===== src/design/rgbc_pkg.sv =====
// rgbc_pkg: shared types and constants of the 3x3 RGB convolution filter.
// Used by rgbc_front, rgbc_queue, rgbc_back and rgb_convolution_3x3.
// No dependencies.
`default_nettype none

package rgbc_pkg;

    localparam int PIX_W  = 24;
    localparam int QDEPTH = 4;
    localparam int QPW    = $clog2(QDEPTH);
    localparam int QLW    = $clog2(QDEPTH + 1);

    localparam logic [2:0] CFG_COEF_TOP  = 3'd0;
    localparam logic [2:0] CFG_COEF_MID  = 3'd1;
    localparam logic [2:0] CFG_COEF_BOT  = 3'd2;
    localparam logic [2:0] CFG_TAP_OFF   = 3'd3;
    localparam logic [2:0] CFG_IMG_WIDTH = 3'd4;
    localparam logic [2:0] CFG_IMG_HGT   = 3'd5;

    typedef logic [8:0][PIX_W-1:0] t_win;

    typedef struct packed {
        t_win win;
        logic last;
    } t_item;

    typedef struct packed {
        logic  valid;
        t_item item;
    } t_q_push;

    typedef struct packed {
        logic  valid;
        t_item item;
    } t_q_head;

    typedef struct packed {
        logic [QLW-1:0] level;
    } t_q_stat;

endpackage

`default_nettype wire


===== src/design/rgbc_queue.sv =====
// rgbc_queue: short request queue between front and back.
// Depends on rgbc_pkg.
`default_nettype none

module rgbc_queue (
    input  wire                i_clk,
    input  wire                i_rst_n,
    input  rgbc_pkg::t_q_push  i_push,
    input  wire                i_pop,
    output rgbc_pkg::t_q_head  o_head,
    output rgbc_pkg::t_q_stat  o_stat
);

    rgbc_pkg::t_item                r_mem [rgbc_pkg::QDEPTH];
    logic [rgbc_pkg::QPW-1:0]       r_wr, r_rd;
    logic [rgbc_pkg::QLW-1:0]       r_count;
    logic                           push, pop;

    assign push = i_push.valid;
    assign pop  = i_pop && (r_count != '0);

    always_ff @(posedge i_clk) begin
        if (!i_rst_n) begin
            r_wr    <= '0;
            r_rd    <= '0;
            r_count <= '0;
        end else begin
            if (push) begin
                r_wr <= r_wr + rgbc_pkg::QPW'(1);
            end
            if (pop) begin
                r_rd <= r_rd + rgbc_pkg::QPW'(1);
            end
            r_count <= r_count + rgbc_pkg::QLW'(push) - rgbc_pkg::QLW'(pop);
        end
    end

    always_ff @(posedge i_clk) begin
        if (push) begin
            r_mem[r_wr] <= i_push.item;
        end
    end

    assign o_head.valid = r_count != '0;
    assign o_head.item  = r_mem[r_rd];
    assign o_stat.level = r_count;

    a_no_overflow: assert property (@(posedge i_clk) disable iff (!i_rst_n)
        push |-> (32'(r_count) < rgbc_pkg::QDEPTH))
        else $error("queue push while full");

    a_count_up: assert property (@(posedge i_clk) disable iff (!i_rst_n)
        (push && !pop) |=> (r_count == $past(r_count) + rgbc_pkg::QLW'(1)))
        else $error("queue level did not rise on push");

    a_count_down: assert property (@(posedge i_clk) disable iff (!i_rst_n)
        (pop && !push) |=> (r_count == $past(r_count) - rgbc_pkg::QLW'(1)))
        else $error("queue level did not fall on pop");

endmodule

`default_nettype wire


===== config.mk =====
export PLATFORM = sky130hd
export DESIGN_NAME = rgbc_queue
export DESIGN_NICKNAME = d
export VERILOG_FILES = /design/src/design/rgbc_pkg.sv /design/src/design/rgbc_queue.sv
export SDC_FILE = /design/constraint.sdc
export NUM_CORES = 1
export LEC_CHECK = 0
export BUFFER_PORTS_ARGS = -buffer_cell sky130_fd_sc_hd__clkbuf_2
export CAP_MARGIN = 10
export CORE_ASPECT_RATIO = 1.4
export CORE_MARGIN = 2
export CORE_UTILIZATION = 30
export CTS_BUF_LIST = sky130_fd_sc_hd__clkbuf_2 sky130_fd_sc_hd__clkbuf_4 sky130_fd_sc_hd__clkbuf_8
export DETAILED_ROUTE_END_ITERATION = 16
export MAX_ROUTING_LAYER = met4
export PLACE_DENSITY_LB_ADDON = 0.15
export SETUP_SLACK_MARGIN = 0.05
export SLEW_MARGIN = 20
export SYNTH_ARGS = -nofsm -noshare
export SYNTH_HDL_FRONTEND = slang
export SYNTH_SLANG_ARGS = --single-unit
export TNS_END_PERCENT = 50

===== constraint.sdc =====
create_clock -name i_clk -period 6.6 [get_ports i_clk]
set_clock_uncertainty 0.15 [all_clocks]
set_input_delay 0.66 -clock i_clk [delete_from_list [all_inputs] [get_ports i_clk]]
set_output_delay 0.66 -clock i_clk [all_outputs]
set_load 0.01 [all_outputs]

## Word level (Yosys, flattened, before mapping)

Memories as Yosys holds them, arrays and structs flattened. A register that Yosys moved wholly into a read port is not among the register bits.
Index checks and enable logic that the tools add are counted.

- Register bits after elaboration: 7
- Latch bits: 0
- Memory bits (writable): 868
- ROM bits: 0
- Output and inout bits: 221
- Word-level logic and storage cells: 14
- Memories kept: 1

Memory list:

| memory | depth | width | rd ports | clocked after Yosys merged registers in | write ports | line | text |
|---|---|---|---|---|---|---|---|
| r_mem | 4 | 217 | 1 | 1 | 1 | rgbc_queue.sv:14 | `rgbc_pkg::t_item r_mem [rgbc_pkg::QDEPTH];` |

- Add/subtract/negate cells: 4
- Multipliers: 0
- Div/mod/pow operators: 0
- Magnitude comparators: 0
- Equal/unequal tests: 0
- Shifts and indexed selects: 0
- Mux-type cells: 4
- Bitwise logic cells: 0
- Reductions and logical operators: 2

Operator list:

| operator | count |
|---|---|
| 2-bit by 1-bit adder with 2-bit output, second input constant | 2 |
| 2-bit two-way mux | 2 |
| 3-bit by 1-bit adder with 3-bit output | 1 |
| 3-bit nonzero test | 1 |
| 3-bit by 1-bit subtractor with 3-bit output | 1 |
| 1-bit two-way mux | 2 |
| 1-bit logical AND | 1 |

## Depth between registers and ports, before layout

Gate-level depths: netlist (run 1).

- Depth after elaboration: 4
- Depth in mapped cells: 7
- Depth with buffers taken out: 7

## Worst setup path before layout (run 1)

No wires, ideal clock.

- Path type: input-to-reg
- From: input i_push[217] (netlist name)
- To: memory r_mem[0][0] (netlist name) (enable)
- Setup time: 604 ps
- Data arrival time: 5,577 ps
- Data required time: 5,846 ps
- Setup slack: 270 ps
- Stages on the path: 1
- Buffers on the path: 0
- Path through: and2_1

- Word-level cells in the longest chain between the ends: 2

Ends and longest elaborated chain:

| element | line | text |
|---|---|---|
| from (decl) | rgbc_queue.sv:8 | `input rgbc_pkg::t_q_push i_push,` |
| 1-bit two-way mux | rgbc_queue.sv:39 | `if (push) begin` |
| 1-bit two-way mux (implied by the code) | rgbc_queue.sv:40 | `r_mem[r_wr] <= i_push.item;` |
| to (decl) | rgbc_queue.sv:14 |  |

Every way passes these cells.

==> metrics.json, run 1 <==
{
  "syn_area_per_cell": {"value": 27.0, "unit": "um2"},
  "maxCapViolCount": {"value": 0},
  "max_clock_freq": {"value": 0.246, "unit": "GHz"},
  "critical_path.n_buffers_inverters": {"value": 2},
  "critical_path.top_delay_family": {"value": "buffers and inverters"},
  "ys_ff_latch": {"value": 877},
  "grt_max_degree": {"value": 122},
  "ys_seq_area_share": {"value": 82.7, "unit": "%"},
  "internal_power": {"value": 0.0101, "unit": "W"},
  "grt_overflow": {"value": 0},
  "multi_input_comb_area": {"value": 5160, "unit": "um2"},
  "setup_tns": {"value": 0, "unit": "ps"},
  "drcViolationCount": {"value": 0},
  "setup_violations": {"value": 0},
  "hold_viol_final": {"value": 0},
  "power.share.combinational": {"value": 18.1, "unit": "%"},
  "synthMuxAreaShare": {"value": 15.5, "unit": "%"},
  "reg2reg_slack": {"value": 3950, "unit": "ps"},
  "htree_num_levels": {"value": 4},
  "synth-simple-area-share": {"value": 0.260, "unit": "%"},
  "clk_transition_reported_paths": {"value": 60, "unit": "ps"},
  "netlist_instances": {"value": 1177},
  "fp.dieArea": {"value": 108000, "unit": "um2"},
  "required": {"value": 5790, "unit": "ps"},
  "timing.slew.headroom": {"value": 33.5, "unit": "%"},
  "die_width": {"value": 279, "unit": "um"},
  "post_route_cells_drive_above_1_share": {"value": 43.6, "unit": "%"},
  "critical_path.max_fanout": {"value": 54},
  "flow.area_growth_from_synthesis": {"value": 27.8, "unit": "%"},
  "initial_antenna_violation_count": {"value": 8},
  "synthesis.area": {"value": 31800, "unit": "um2"},
  "drt_pass1_iterations": {"value": 4},
  "gr-usage-all-layers": {"value": 14.0, "unit": "%"},
  "deepest_clock_path_buffer_count": {"value": 3},
  "finalMaxSlewViolations": {"value": 0},
  "status": {"value": "finished clean"},
  "ctsRootBufferMaster": {"value": "sky130_fd_sc_hd__clkbuf_8"},
  "finalWeightedCongestion": {"value": 0.701},
  "synth_top_area_share": {"value": 82.1, "unit": "%"},
  "port_buffers": {"value": 441},
  "layout.area.seq": {"value": 26300, "unit": "um2"},
  "total_power": {"value": 0.0136, "unit": "W"},
  "max_slew.worst_pin.slew": {"value": 998, "unit": "ps"},
  "unrepaired_setup_endpoints_after_global_routing": {"value": "no"},
  "detailedPlacementHpwl": {"value": 41.4, "unit": "mm"},
  "grt_pass1_vias": {"value": 17700},
  "power.switching_fraction": {"value": 26.0, "unit": "%"},
  "placeable_core_area": {"value": 105000, "unit": "um2"},
  "clock_power_share": {"value": 33.8, "unit": "%"},
  "crit_path_start_kind": {"value": "register"},
  "top_level_ports": {"value": 442},
  "ir_worst_vdd": {"value": 0.000188, "unit": "V"},
  "cp_data_arrival_time": {"value": 3250, "unit": "ps"},
  "leakagePower": {"value": 13.7, "unit": "nW"},
  "initial_standard_cell_utilization_of_the_core": {"value": 30.1, "unit": "%"},
  "clock_latency": {"value": 790, "unit": "ps"},
  "slowest_cell_on_crit_path": {"value": "sky130_fd_sc_hd__dfxtp_4"},
  "clock-sinks": {"value": 877},
  "synthXorXnorAreaFrac": {"value": 0.0985, "unit": "%"},
  "post_synth_fa_ha_maj_area_fraction": {"value": 0.299, "unit": "%"},
  "share_seq_of_total_power": {"value": 48.1, "unit": "%"},
  "synth_compound_area_share": {"value": 0.0552, "unit": "%"},
  "route.antenna.remaining_nets": {"value": 0},
  "syn-num-nets": {"value": 1405},
  "synth_area_leaders": {"value": "sky130_fd_sc_hd__edfxtp_1 82%, sky130_fd_sc_hd__mux4_2 15%, sky130_fd_sc_hd__dfxtp_1 0.57%"},
  "crit_path_kind": {"value": "reg -> out"},
  "drt_wl_total": {"value": 73.0, "unit": "mm"},
  "slowest_delay": {"value": 960, "unit": "ps"},
  "initialDrtViolationCount": {"value": 735},
  "routed_vias_inst": {"value": 4.50},
  "fin_crit": {"value": 4060, "unit": "ps"},
  "cts-resized-gates": {"value": 0},
  "tritoncts": {"value": "yes"},
  "power_density": {"value": 336, "unit": "nW/um2"},
  "ys.warnings.count": {"value": 0},
  "post-route-period-util": {"value": 61.5, "unit": "%"},
  "min_path_type": {"value": "in -> reg"},
  "dominant_combinational_cell_family_by_area_after_synthesis": {"value": "multiplexers"},
  "fill_cells": {"value": 9622},
  "placement_rows": {"value": 141},
  "floorplan.die.height": {"value": 389, "unit": "um"},
  "synth.lib_cells_used.distinct": {"value": 20},
  "setup.worst_path.end_class": {"value": "primary output"},
  "cts-buffers-inserted": {"value": 147},
  "fin_nets": {"value": 2179},
  "avgRoutedWirePerCell": {"value": 21.3, "unit": "um"},
  "netlist.top_cell.by_area": {"value": "sky130_fd_sc_hd__edfxtp_1"},
  "detailroute.via_count": {"value": 15400},
  "global_route_wire_length_before_repair": {"value": 109, "unit": "mm"},
  "crit_path_cell_trace": {"value": "buf_4 > mux4_2 > clkbuf_2"},
  "netSwitchingPower": {"value": 0.00354, "unit": "W"}
}
## power groups by stage
stage	Sequential, W	Clock, W	Combinational, W
2_1_floorplan	0.00663	0	0.00155
3_3_place_gp	0.00665	0	0.00243
3_5_place_dp	0.00667	0	0.00244
4_1_cts	0.00656	0.00482	0.00256
5_1_grt	0.00658	0.00504	0.00267
6_report	0.00654	0.00460	0.00247
## repair_timing
item / in CTS / in global routing
hold buffers: 218 / 0
setup buffers: 0 / 0
setup endpoints to repair: 0 / 0
hold endpoints to repair: 875 / 0
## cell families (layout without fill, tap and decap cells)
| logic type | Yosys count | after routing |
|---|---|---|
| AO/OA/AOI/OAI | 2 | 2 |
| XOR/XNOR | 2 | 2 |
| adder cells (fa/ha/maj) | 7 | 7 |
| buffers and inverters | 54 | 942 |
| flip-flops | 877 | 877 |
| multiplexers | 221 | 221 |
| other | 0 | 9 |
| AND/OR/NAND/NOR | 14 | 14 |
## layer usage
| layer | track usage, % | up-vias | part of all wire, % |
|---|---|---|---|
| met5 | - | - | 0 |
| met2 | 23.4 | 491 | 51 |
| li1 | - | 6722 | - |
| met4 | 6.39 | 0 | 3.2 |
| met1 | 15.4 | 8081 | 39 |
| met3 | 4.25 | 151 | 6.5 |
## cell usage after synthesis
cell type / count
sky130_fd_sc_hd__dfxtp_1: 9
sky130_fd_sc_hd__buf_2: 24
sky130_fd_sc_hd__mux2i_1: 4
sky130_fd_sc_hd__ha_1: 6
sky130_fd_sc_hd__nand2_1: 2
sky130_fd_sc_hd__and2_1: 8
sky130_fd_sc_hd__or3_1: 1
sky130_fd_sc_hd__xor2_1: 1
sky130_fd_sc_hd__xnor3_1: 1
sky130_fd_sc_hd__inv_1: 6
sky130_fd_sc_hd__mux4_2: 217
sky130_fd_sc_hd__clkbuf_1: 1
sky130_fd_sc_hd__edfxtp_1: 868
sky130_fd_sc_hd__nor2b_1: 1
sky130_fd_sc_hd__o311ai_0: 1
sky130_fd_sc_hd__buf_1: 7
sky130_fd_sc_hd__fa_1: 1
sky130_fd_sc_hd__buf_6: 16
sky130_fd_sc_hd__o31a_1: 1
sky130_fd_sc_hd__nand2b_1: 2
## worst min-delay path, cell delays in order
cell and delay, ps:
sky130_fd_sc_hd__clkbuf_2 90, sky130_fd_sc_hd__o311ai_0 140, sky130_fd_sc_hd__mux2i_1 110
## path summary, 6_finish.rpt
kind,from,end,cells after the start
setup / recovery,register,o_head[134],3
hold / removal,i_pop,register,3
setup reg to reg,r_wr[0],r_mem[1][147],3
hold reg to reg,r_rd[1],register,2
## cell type report
class	instances	share of cell area, %
Timing Repair Buffer	673	11.4
Sequential cell	877	64.7
Inverter	6	0.0555
Tap cell	1358	4.19
Clock inverter	64	0.916
Antenna cell	9	0.0555
Multi-Input combinational cell	246	12.7
Clock buffer	199	6.01
## metrics by stage
step | cell area [um2] | setup slack [ps] | util [%] | hold WS, ps | instances
after floorplan | 31800 | 270 | - | 299 | 1177
after global placement | 35600 | 3230 | 33.8 | 297 | 2942
after detailed placement | 35600 | 3220 | 33.8 | 321 | 2942
after CTS | 40600 | 2310 | 38.5 | 3.92 | 3423
after global routing | 40600 | 2280 | 38.5 | 84.4 | 3431
final | 40600 | 2540 | 38.5 | 133 | 3432
## state kept, by name, summed over array words and instances, names as in the netlist, named ones only
name	flops
r_wr	2
r_rd	2
r_mem	868
o_stat	3
## layout by cell type, fill, tap and decap left out, drive strengths merged, types with 2 or more instances in the layout
| cell type | n |
|---|---|
| nand2b | 2 |
| and2 | 8 |
| bufinv | 2 |
| clkinvlp | 4 |
| clkinv | 53 |
| nand2 | 2 |
| mux2i | 4 |
| dlygate4sd3 | 218 |
| clkbuf | 640 |
| dfxtp | 9 |
| edfxtp | 868 |
| diode | 9 |
| inv | 11 |
| buf | 14 |
| ha | 6 |
| mux4 | 217 |
Note: power is estimated with default switching activity, not from simulation.
==> run 2: changes to the inputs <==
Clock period 6.6 ns to 4.1 ns, I/O delays scaled along.
==> metrics.json, run 2 (synthesis results as in run 1) <==
{
  "status": {"value": "finished clean"},
  "fin_crit": {"value": 3390, "unit": "ps"},
  "clk_transition_reported_paths": {"value": 60, "unit": "ps"},
  "layout.cells.most_common": {"value": "sky130_fd_sc_hd__edfxtp_1"},
  "global_route.usage.met1": {"value": 15.7, "unit": "%"},
  "slowest_delay": {"value": 950, "unit": "ps"},
  "routed_vias_inst": {"value": 4.49},
  "gr-usage-all-layers": {"value": 14.5, "unit": "%"},
  "reg2reg_from": {"value": "r_wr[0]"},
  "cts-resized-gates": {"value": 0},
  "initial_standard_cell_utilization_of_the_core": {"value": 30.1, "unit": "%"},
  "initialDrtViolationCount": {"value": 797},
  "internal_power": {"value": 0.0162, "unit": "W"},
  "port_buffers": {"value": 441},
  "placement_rows": {"value": 141},
  "global_route_wire_length_before_repair": {"value": 112, "unit": "mm"},
  "clock_power_share": {"value": 33.2, "unit": "%"},
  "grt_overflow": {"value": 0},
  "drcViolationCount": {"value": 0},
  "netSwitchingPower": {"value": 0.00570, "unit": "W"},
  "post_route_cells_drive_above_1_share": {"value": 44.9, "unit": "%"},
  "floorplan.die.height": {"value": 389, "unit": "um"},
  "die_width": {"value": 279, "unit": "um"},
  "largest_register_ff_count": {"value": 868},
  "finalWeightedCongestion": {"value": 0.734},
  "fin_ws": {"value": 706, "unit": "ps"},
  "grt.met2_usage": {"value": 24.7, "unit": "%"},
  "crit_path_cell_trace": {"value": "buf_4 > mux4_2 > clkbuf_2"},
  "crit_path_kind": {"value": "reg -> out"},
  "flow.area_growth_from_synthesis": {"value": 29.0, "unit": "%"},
  "clock_latency": {"value": 800, "unit": "ps"},
  "hold_viol_final": {"value": 0},
  "ctsRootBufferMaster": {"value": "sky130_fd_sc_hd__clkbuf_8"},
  "deepest_clock_path_buffer_count": {"value": 3},
  "detailedPlacementHpwl": {"value": 47.9, "unit": "mm"},
  "timing.slew.headroom": {"value": 32.5, "unit": "%"},
  "worst_hold_startpoint": {"value": "i_push[168]"},
  "fp.dieArea": {"value": 108000, "unit": "um2"},
  "finalMaxSlewViolations": {"value": 0},
  "slowest_cell_on_crit_path": {"value": "sky130_fd_sc_hd__dfxtp_4"},
  "clock-sinks": {"value": 877},
  "setup.worst_path.end_class": {"value": "primary output"},
  "globalRoute.busiestLayer": {"value": "met2"},
  "drt_pass1_iterations": {"value": 7},
  "tritoncts": {"value": "yes"},
  "max_slew.worst_pin.slew": {"value": 1010, "unit": "ps"},
  "detailroute.via_count": {"value": 15500},
  "placement.setup.worst_slack": {"value": 1430, "unit": "ps"},
  "initial_antenna_violation_count": {"value": 10},
  "power_density": {"value": 535, "unit": "nW/um2"},
  "avgRoutedWirePerCell": {"value": 21.9, "unit": "um"},
  "grt_met3_use": {"value": 4.47, "unit": "%"},
  "unrepaired_setup_endpoints_after_global_routing": {"value": "no"},
  "cts-buffers-inserted": {"value": 142},
  "leakagePower": {"value": 13.9, "unit": "nW"},
  "finish.utilization": {"value": 38.9, "unit": "%"},
  "top_level_ports": {"value": 442},
  "min_path_type": {"value": "in -> reg"},
  "post-route-period-util": {"value": 82.8, "unit": "%"},
  "power.share.combinational": {"value": 18.9, "unit": "%"},
  "critical_path.max_fanout": {"value": 45},
  "share_seq_of_total_power": {"value": 47.9, "unit": "%"},
  "top_register": {"value": "r_mem"},
  "drt_wl_total": {"value": 75.8, "unit": "mm"},
  "setup_violations": {"value": 0},
  "final_cell_mix": {"value": "868 x sky130_fd_sc_hd__edfxtp_1, 441 x sky130_fd_sc_hd__clkbuf_2, 221 x sky130_fd_sc_hd__dlygate4sd3_1"},
  "placeable_core_area": {"value": 105000, "unit": "um2"},
  "maxCapViolCount": {"value": 0},
  "grt_max_degree": {"value": 82},
  "fin_nets": {"value": 2223},
  "max_clock_freq": {"value": 0.295, "unit": "GHz"},
  "htree_num_levels": {"value": 4},
  "cp_data_arrival_time": {"value": 2830, "unit": "ps"},
  "required": {"value": 3540, "unit": "ps"},
  "power.switching_fraction": {"value": 26.0, "unit": "%"},
  "ir_worst_vdd": {"value": 0.000306, "unit": "V"},
  "reg2reg_slack": {"value": 1750, "unit": "ps"},
  "route.antenna.remaining_nets": {"value": 0},
  "grt_pass1_vias": {"value": 17600},
  "crit_path_start_kind": {"value": "register"}
}
-- run 2: cell types whose count changed in the layout (fill, tap and decap cells not counted), sizes merged, moves of 2 or more --
cell         delta
clkinvlp        +2
inv             -4
dlygate4sd3     +3
clkbuf          -5
clkinv         -16
buf            +46
-- run 2: path summary, 6_finish.rpt --
check	to	depth (start not counted)
worst min-delay path	r_mem[0][168]	2
worst max register to register	r_mem[0][120]	4
worst max-delay path	o_head[94]	3
worst min register to register	register	2
-- run 2: worst max-delay path, delay by kind of cell (launching register included) --
| family | cells | cell delay (ps) |
|---|---|---|
| buf+inv | 2 | 650 |
| mux | 1 | 400 |
| flops | 1 | 950 |
-- run 2: layout make-up --
class                      instances  area, um2
fill                            9579      64400
sequential                       877      26300
multi-input combinational        246       5160
timing repair buffer             722       5110
clock buffer                     194       2360
tap                             1358       1700
clock inverter                    47        343
antenna                           10       25.0
inverter                           6       22.5
-- run 2: per-layer routing --
metal  wire length (um)  vias up
li1                   -     6786
met1              29200     8165
met2              39800      445
met3               4920      137
met4               1880        0
met5                  0        -
-- run 2: per-stage QoR --
stage	setup TNS, ps	total power, W	std cells	hold WS (ps)	area, um2
CTS	0	0.0224	3450	67.4	40900
floorplan	-913690	0.0131	1177	299	31800
global placement	0	0.0148	2988	315	36000
finish	0	0.0219	3460	196	41000
global route	0	0.0229	3460	137	41000
detailed placement	0	0.0148	2988	320	36000
-- run 2: repair_timing --
action | in CTS | in global routing
hold endpoints to repair | 877 | 0
setup buffers | 0 | 0
hold buffers | 221 | 0
-- run 2: power by group through the flow --
stage          sequential, W  combinational, W  clock [W]
2_1_floorplan         0.0106           0.00249          0
3_5_place_dp          0.0107           0.00411          0
4_1_cts               0.0105           0.00432    0.00757
6_report              0.0105           0.00415    0.00727
3_3_place_gp          0.0107           0.00410          0
5_1_grt               0.0105           0.00449    0.00791
==> run 3: changes to the inputs <==
Settings changed: ABC_AREA from default to 1.
Clock period 4.1 ns to 3.5 ns, I/O delays scaled along.
==> metrics.json, run 3 <==
{
  "required": {"value": 3000, "unit": "ps"},
  "placement_rows": {"value": 142},
  "routed_vias_inst": {"value": 4.74},
  "finalMaxSlewViolations": {"value": 0},
  "timing.slew.headroom": {"value": 41.9, "unit": "%"},
  "setup.worst_path.end_class": {"value": "primary output"},
  "crit-reg2reg-capture": {"value": "r_mem[2][159]"},
  "largest_register_ff_count": {"value": 868},
  "share_seq_of_total_power": {"value": 45.8, "unit": "%"},
  "path_depth_of_the_worst_reg2reg_path": {"value": 6},
  "max_clock_freq": {"value": 0.307, "unit": "GHz"},
  "total_power": {"value": 0.0266, "unit": "W"},
  "setup_violations": {"value": 0},
  "floorplan.die.height": {"value": 392, "unit": "um"},
  "grt_pass1_vias": {"value": 21900},
  "power.switching_fraction": {"value": 30.0, "unit": "%"},
  "internal_power": {"value": 0.0186, "unit": "W"},
  "post-route-period-util": {"value": 93.0, "unit": "%"},
  "maxCapViolCount": {"value": 0},
  "ir_worst_vdd": {"value": 0.000353, "unit": "V"},
  "netlist_instances": {"value": 2158},
  "reg2reg_slack": {"value": 1260, "unit": "ps"},
  "dpl.cell_count": {"value": 3956},
  "drt_pass1_iterations": {"value": 5},
  "drcViolationCount": {"value": 0},
  "layout.area.seq": {"value": 26300, "unit": "um2"},
  "flow.area_growth_from_synthesis": {"value": 28.5, "unit": "%"},
  "top_level_ports": {"value": 442},
  "placeable_core_area": {"value": 107000, "unit": "um2"},
  "power.share.combinational": {"value": 22.0, "unit": "%"},
  "tritoncts": {"value": "yes"},
  "deepest_clock_path_buffer_count": {"value": 3},
  "synth_async_sr_flop_share": {"value": 0, "unit": "%"},
  "netlist_top_cells_count": {"value": "868 x sky130_fd_sc_hd__edfxtp_1, 439 x sky130_fd_sc_hd__nor2_1, 336 x sky130_fd_sc_hd__o21ai_0"},
  "initial_standard_cell_utilization_of_the_core": {"value": 30.2, "unit": "%"},
  "avgRoutedWirePerCell": {"value": 20.2, "unit": "um"},
  "ys_ff_latch": {"value": 877},
  "final_cells": {"value": 4428},
  "synth_area_leaders": {"value": "sky130_fd_sc_hd__edfxtp_1 81%, sky130_fd_sc_hd__o21ai_0 5.2%, sky130_fd_sc_hd__nor2_1 5.1%"},
  "final_cell_mix": {"value": "868 x sky130_fd_sc_hd__edfxtp_1, 441 x sky130_fd_sc_hd__clkbuf_2, 439 x sky130_fd_sc_hd__nor2_1"},
  "gr-usage-all-layers": {"value": 16.3, "unit": "%"},
  "max_slew.worst_pin.slew": {"value": 871, "unit": "ps"},
  "route.antenna.remaining_nets": {"value": 0},
  "ctsRootBufferMaster": {"value": "sky130_fd_sc_hd__clkbuf_8"},
  "placed_cell_area": {"value": 36500, "unit": "um2"},
  "leakagePower": {"value": 14.6, "unit": "nW"},
  "fin_crit": {"value": 3250, "unit": "ps"},
  "syn-num-nets": {"value": 2386},
  "die_width": {"value": 281, "unit": "um"},
  "detailroute.via_count": {"value": 21000},
  "crit_path_kind": {"value": "reg -> out"},
  "holdPathEnd": {"value": "r_mem[3][205]"},
  "global_route_wire_length_before_repair": {"value": 132, "unit": "mm"},
  "min_path_type": {"value": "in -> reg"},
  "cts-buffers-inserted": {"value": 143},
  "synthesis.area": {"value": 32300, "unit": "um2"},
  "initial_antenna_violation_count": {"value": 12},
  "drt_wl_total": {"value": 89.4, "unit": "mm"},
  "reg2reg_from": {"value": "r_wr[0]"},
  "worst_hold_startpoint": {"value": "i_push[205]"},
  "netSwitchingPower": {"value": 0.00799, "unit": "W"},
  "syn_area_per_cell": {"value": 15.0, "unit": "um2"},
  "clk_transition_reported_paths": {"value": 60, "unit": "ps"},
  "synth-edff-count": {"value": 868},
  "htree_num_levels": {"value": 4},
  "netlist.top_cell.by_area": {"value": "sky130_fd_sc_hd__edfxtp_1"},
  "crit_path_start_kind": {"value": "register"},
  "clock-sinks": {"value": 877},
  "status": {"value": "finished clean"},
  "synth.lib_cells_used.distinct": {"value": 20},
  "port_buffers": {"value": 441},
  "grt_max_degree": {"value": 166},
  "post_route_cells_drive_above_1_share": {"value": 24.8, "unit": "%"},
  "yosysMostFrequentCell": {"value": "sky130_fd_sc_hd__edfxtp_1"},
  "unrepaired_setup_endpoints_after_global_routing": {"value": "no"},
  "top_register": {"value": "r_mem"},
  "finalWeightedCongestion": {"value": 0.755},
  "ys.warnings.count": {"value": 0},
  "grt_overflow": {"value": 0},
  "multi_input_comb_area": {"value": 5390, "unit": "um2"},
  "hold_viol_final": {"value": 0},
  "critical_path.max_fanout": {"value": 120},
  "cp_data_arrival_time": {"value": 2750, "unit": "ps"},
  "detailedPlacementHpwl": {"value": 52.1, "unit": "mm"},
  "layout.cells.most_common": {"value": "sky130_fd_sc_hd__edfxtp_1"},
  "fp.dieArea": {"value": 110000, "unit": "um2"},
  "clock_latency": {"value": 790, "unit": "ps"},
  "power_density": {"value": 641, "unit": "nW/um2"},
  "ys_seq_area_share": {"value": 81.2, "unit": "%"},
  "finish.utilization": {"value": 38.8, "unit": "%"},
  "clock_power_share": {"value": 32.2, "unit": "%"},
  "fill_cells": {"value": 10200},
  "synth_top_area_share": {"value": 80.7, "unit": "%"},
  "fin_nets": {"value": 3112},
  "synthFlopType": {"value": "sky130_fd_sc_hd__edfxtp_1"},
  "hold_depth": {"value": 2},
  "initialDrtViolationCount": {"value": 993},
  "final_design_area_no_fill": {"value": 41500, "unit": "um2"}
}
[run 3: layout make-up]
class                   instances  area share, %
clock buffers                 200           5.84
inverters                      17          0.220
flip-flops and latches        877           63.2
diodes                         12         0.0723
well taps                    1440           4.34
clock inverters                37          0.693
multi-input cells            1121           13.0
repair buffers                724           12.6
[run 3: kinds of logic after synthesis]
family                     synth area share (%)
adders and majority gates                 0.294
buffers and inverters                      2.15
and+or+nand+nor                            5.29
DFF                                        81.2
AOI/OAI and AO/OA                          11.1
[run 3: power by group through the flow]
stage                     Clock, W  Combinational, W  Sequential (W)
after floorplan                  0           0.00313          0.0124
after global placement           0           0.00566          0.0124
after detailed placement         0           0.00573          0.0124
after CTS                  0.00891           0.00601          0.0122
after global routing       0.00933           0.00647          0.0122
final                      0.00857           0.00587          0.0122
[run 3: how the worst max path moves through the flow]
stage,startpoint,to,slack [ps],cells past startpoint
after floorplan,r_wr[0],r_mem[0][0],-890,4
after global routing,register,o_head[190],60,5
final,register,o_head[190],250,5
after global placement,register,o_head[187],950,4
after detailed placement,register,o_head[187],890,4
after CTS,register,o_head[190],110,5
[run 3: what timing repair did]
item,CTS,global route
hold endpoints to repair,877,0
hold buffers,222,0
pin swaps,0,0
setup buffers,1,0
resized for setup,0,1
setup endpoints to repair,14,1
[run 3: critical path, cell delays in order, from the launching register on]
cell	delay, ps
sky130_fd_sc_hd__dfxtp_4	510
sky130_fd_sc_hd__inv_6	140
sky130_fd_sc_hd__buf_12	440
sky130_fd_sc_hd__o21ai_0	230
sky130_fd_sc_hd__o22ai_1	340
sky130_fd_sc_hd__clkbuf_2	200
[run 3: through the flow]
stage	hold slack [ps]	setup slack, ps	setup TNS (ps)
CTS	33.6	111	0
global route	72.7	62.3	0
floorplan	293	-886	-760830
finish	145	245	0
detailed placement	327	891	0
global placement	317	952	0
[run 3: metal layers]
layer	GRT usage [%]	wire length [um]
met1	19.3	37300
met2	26.9	44200
met3	4.71	5990
met4	5.18	1860
met5	-	0
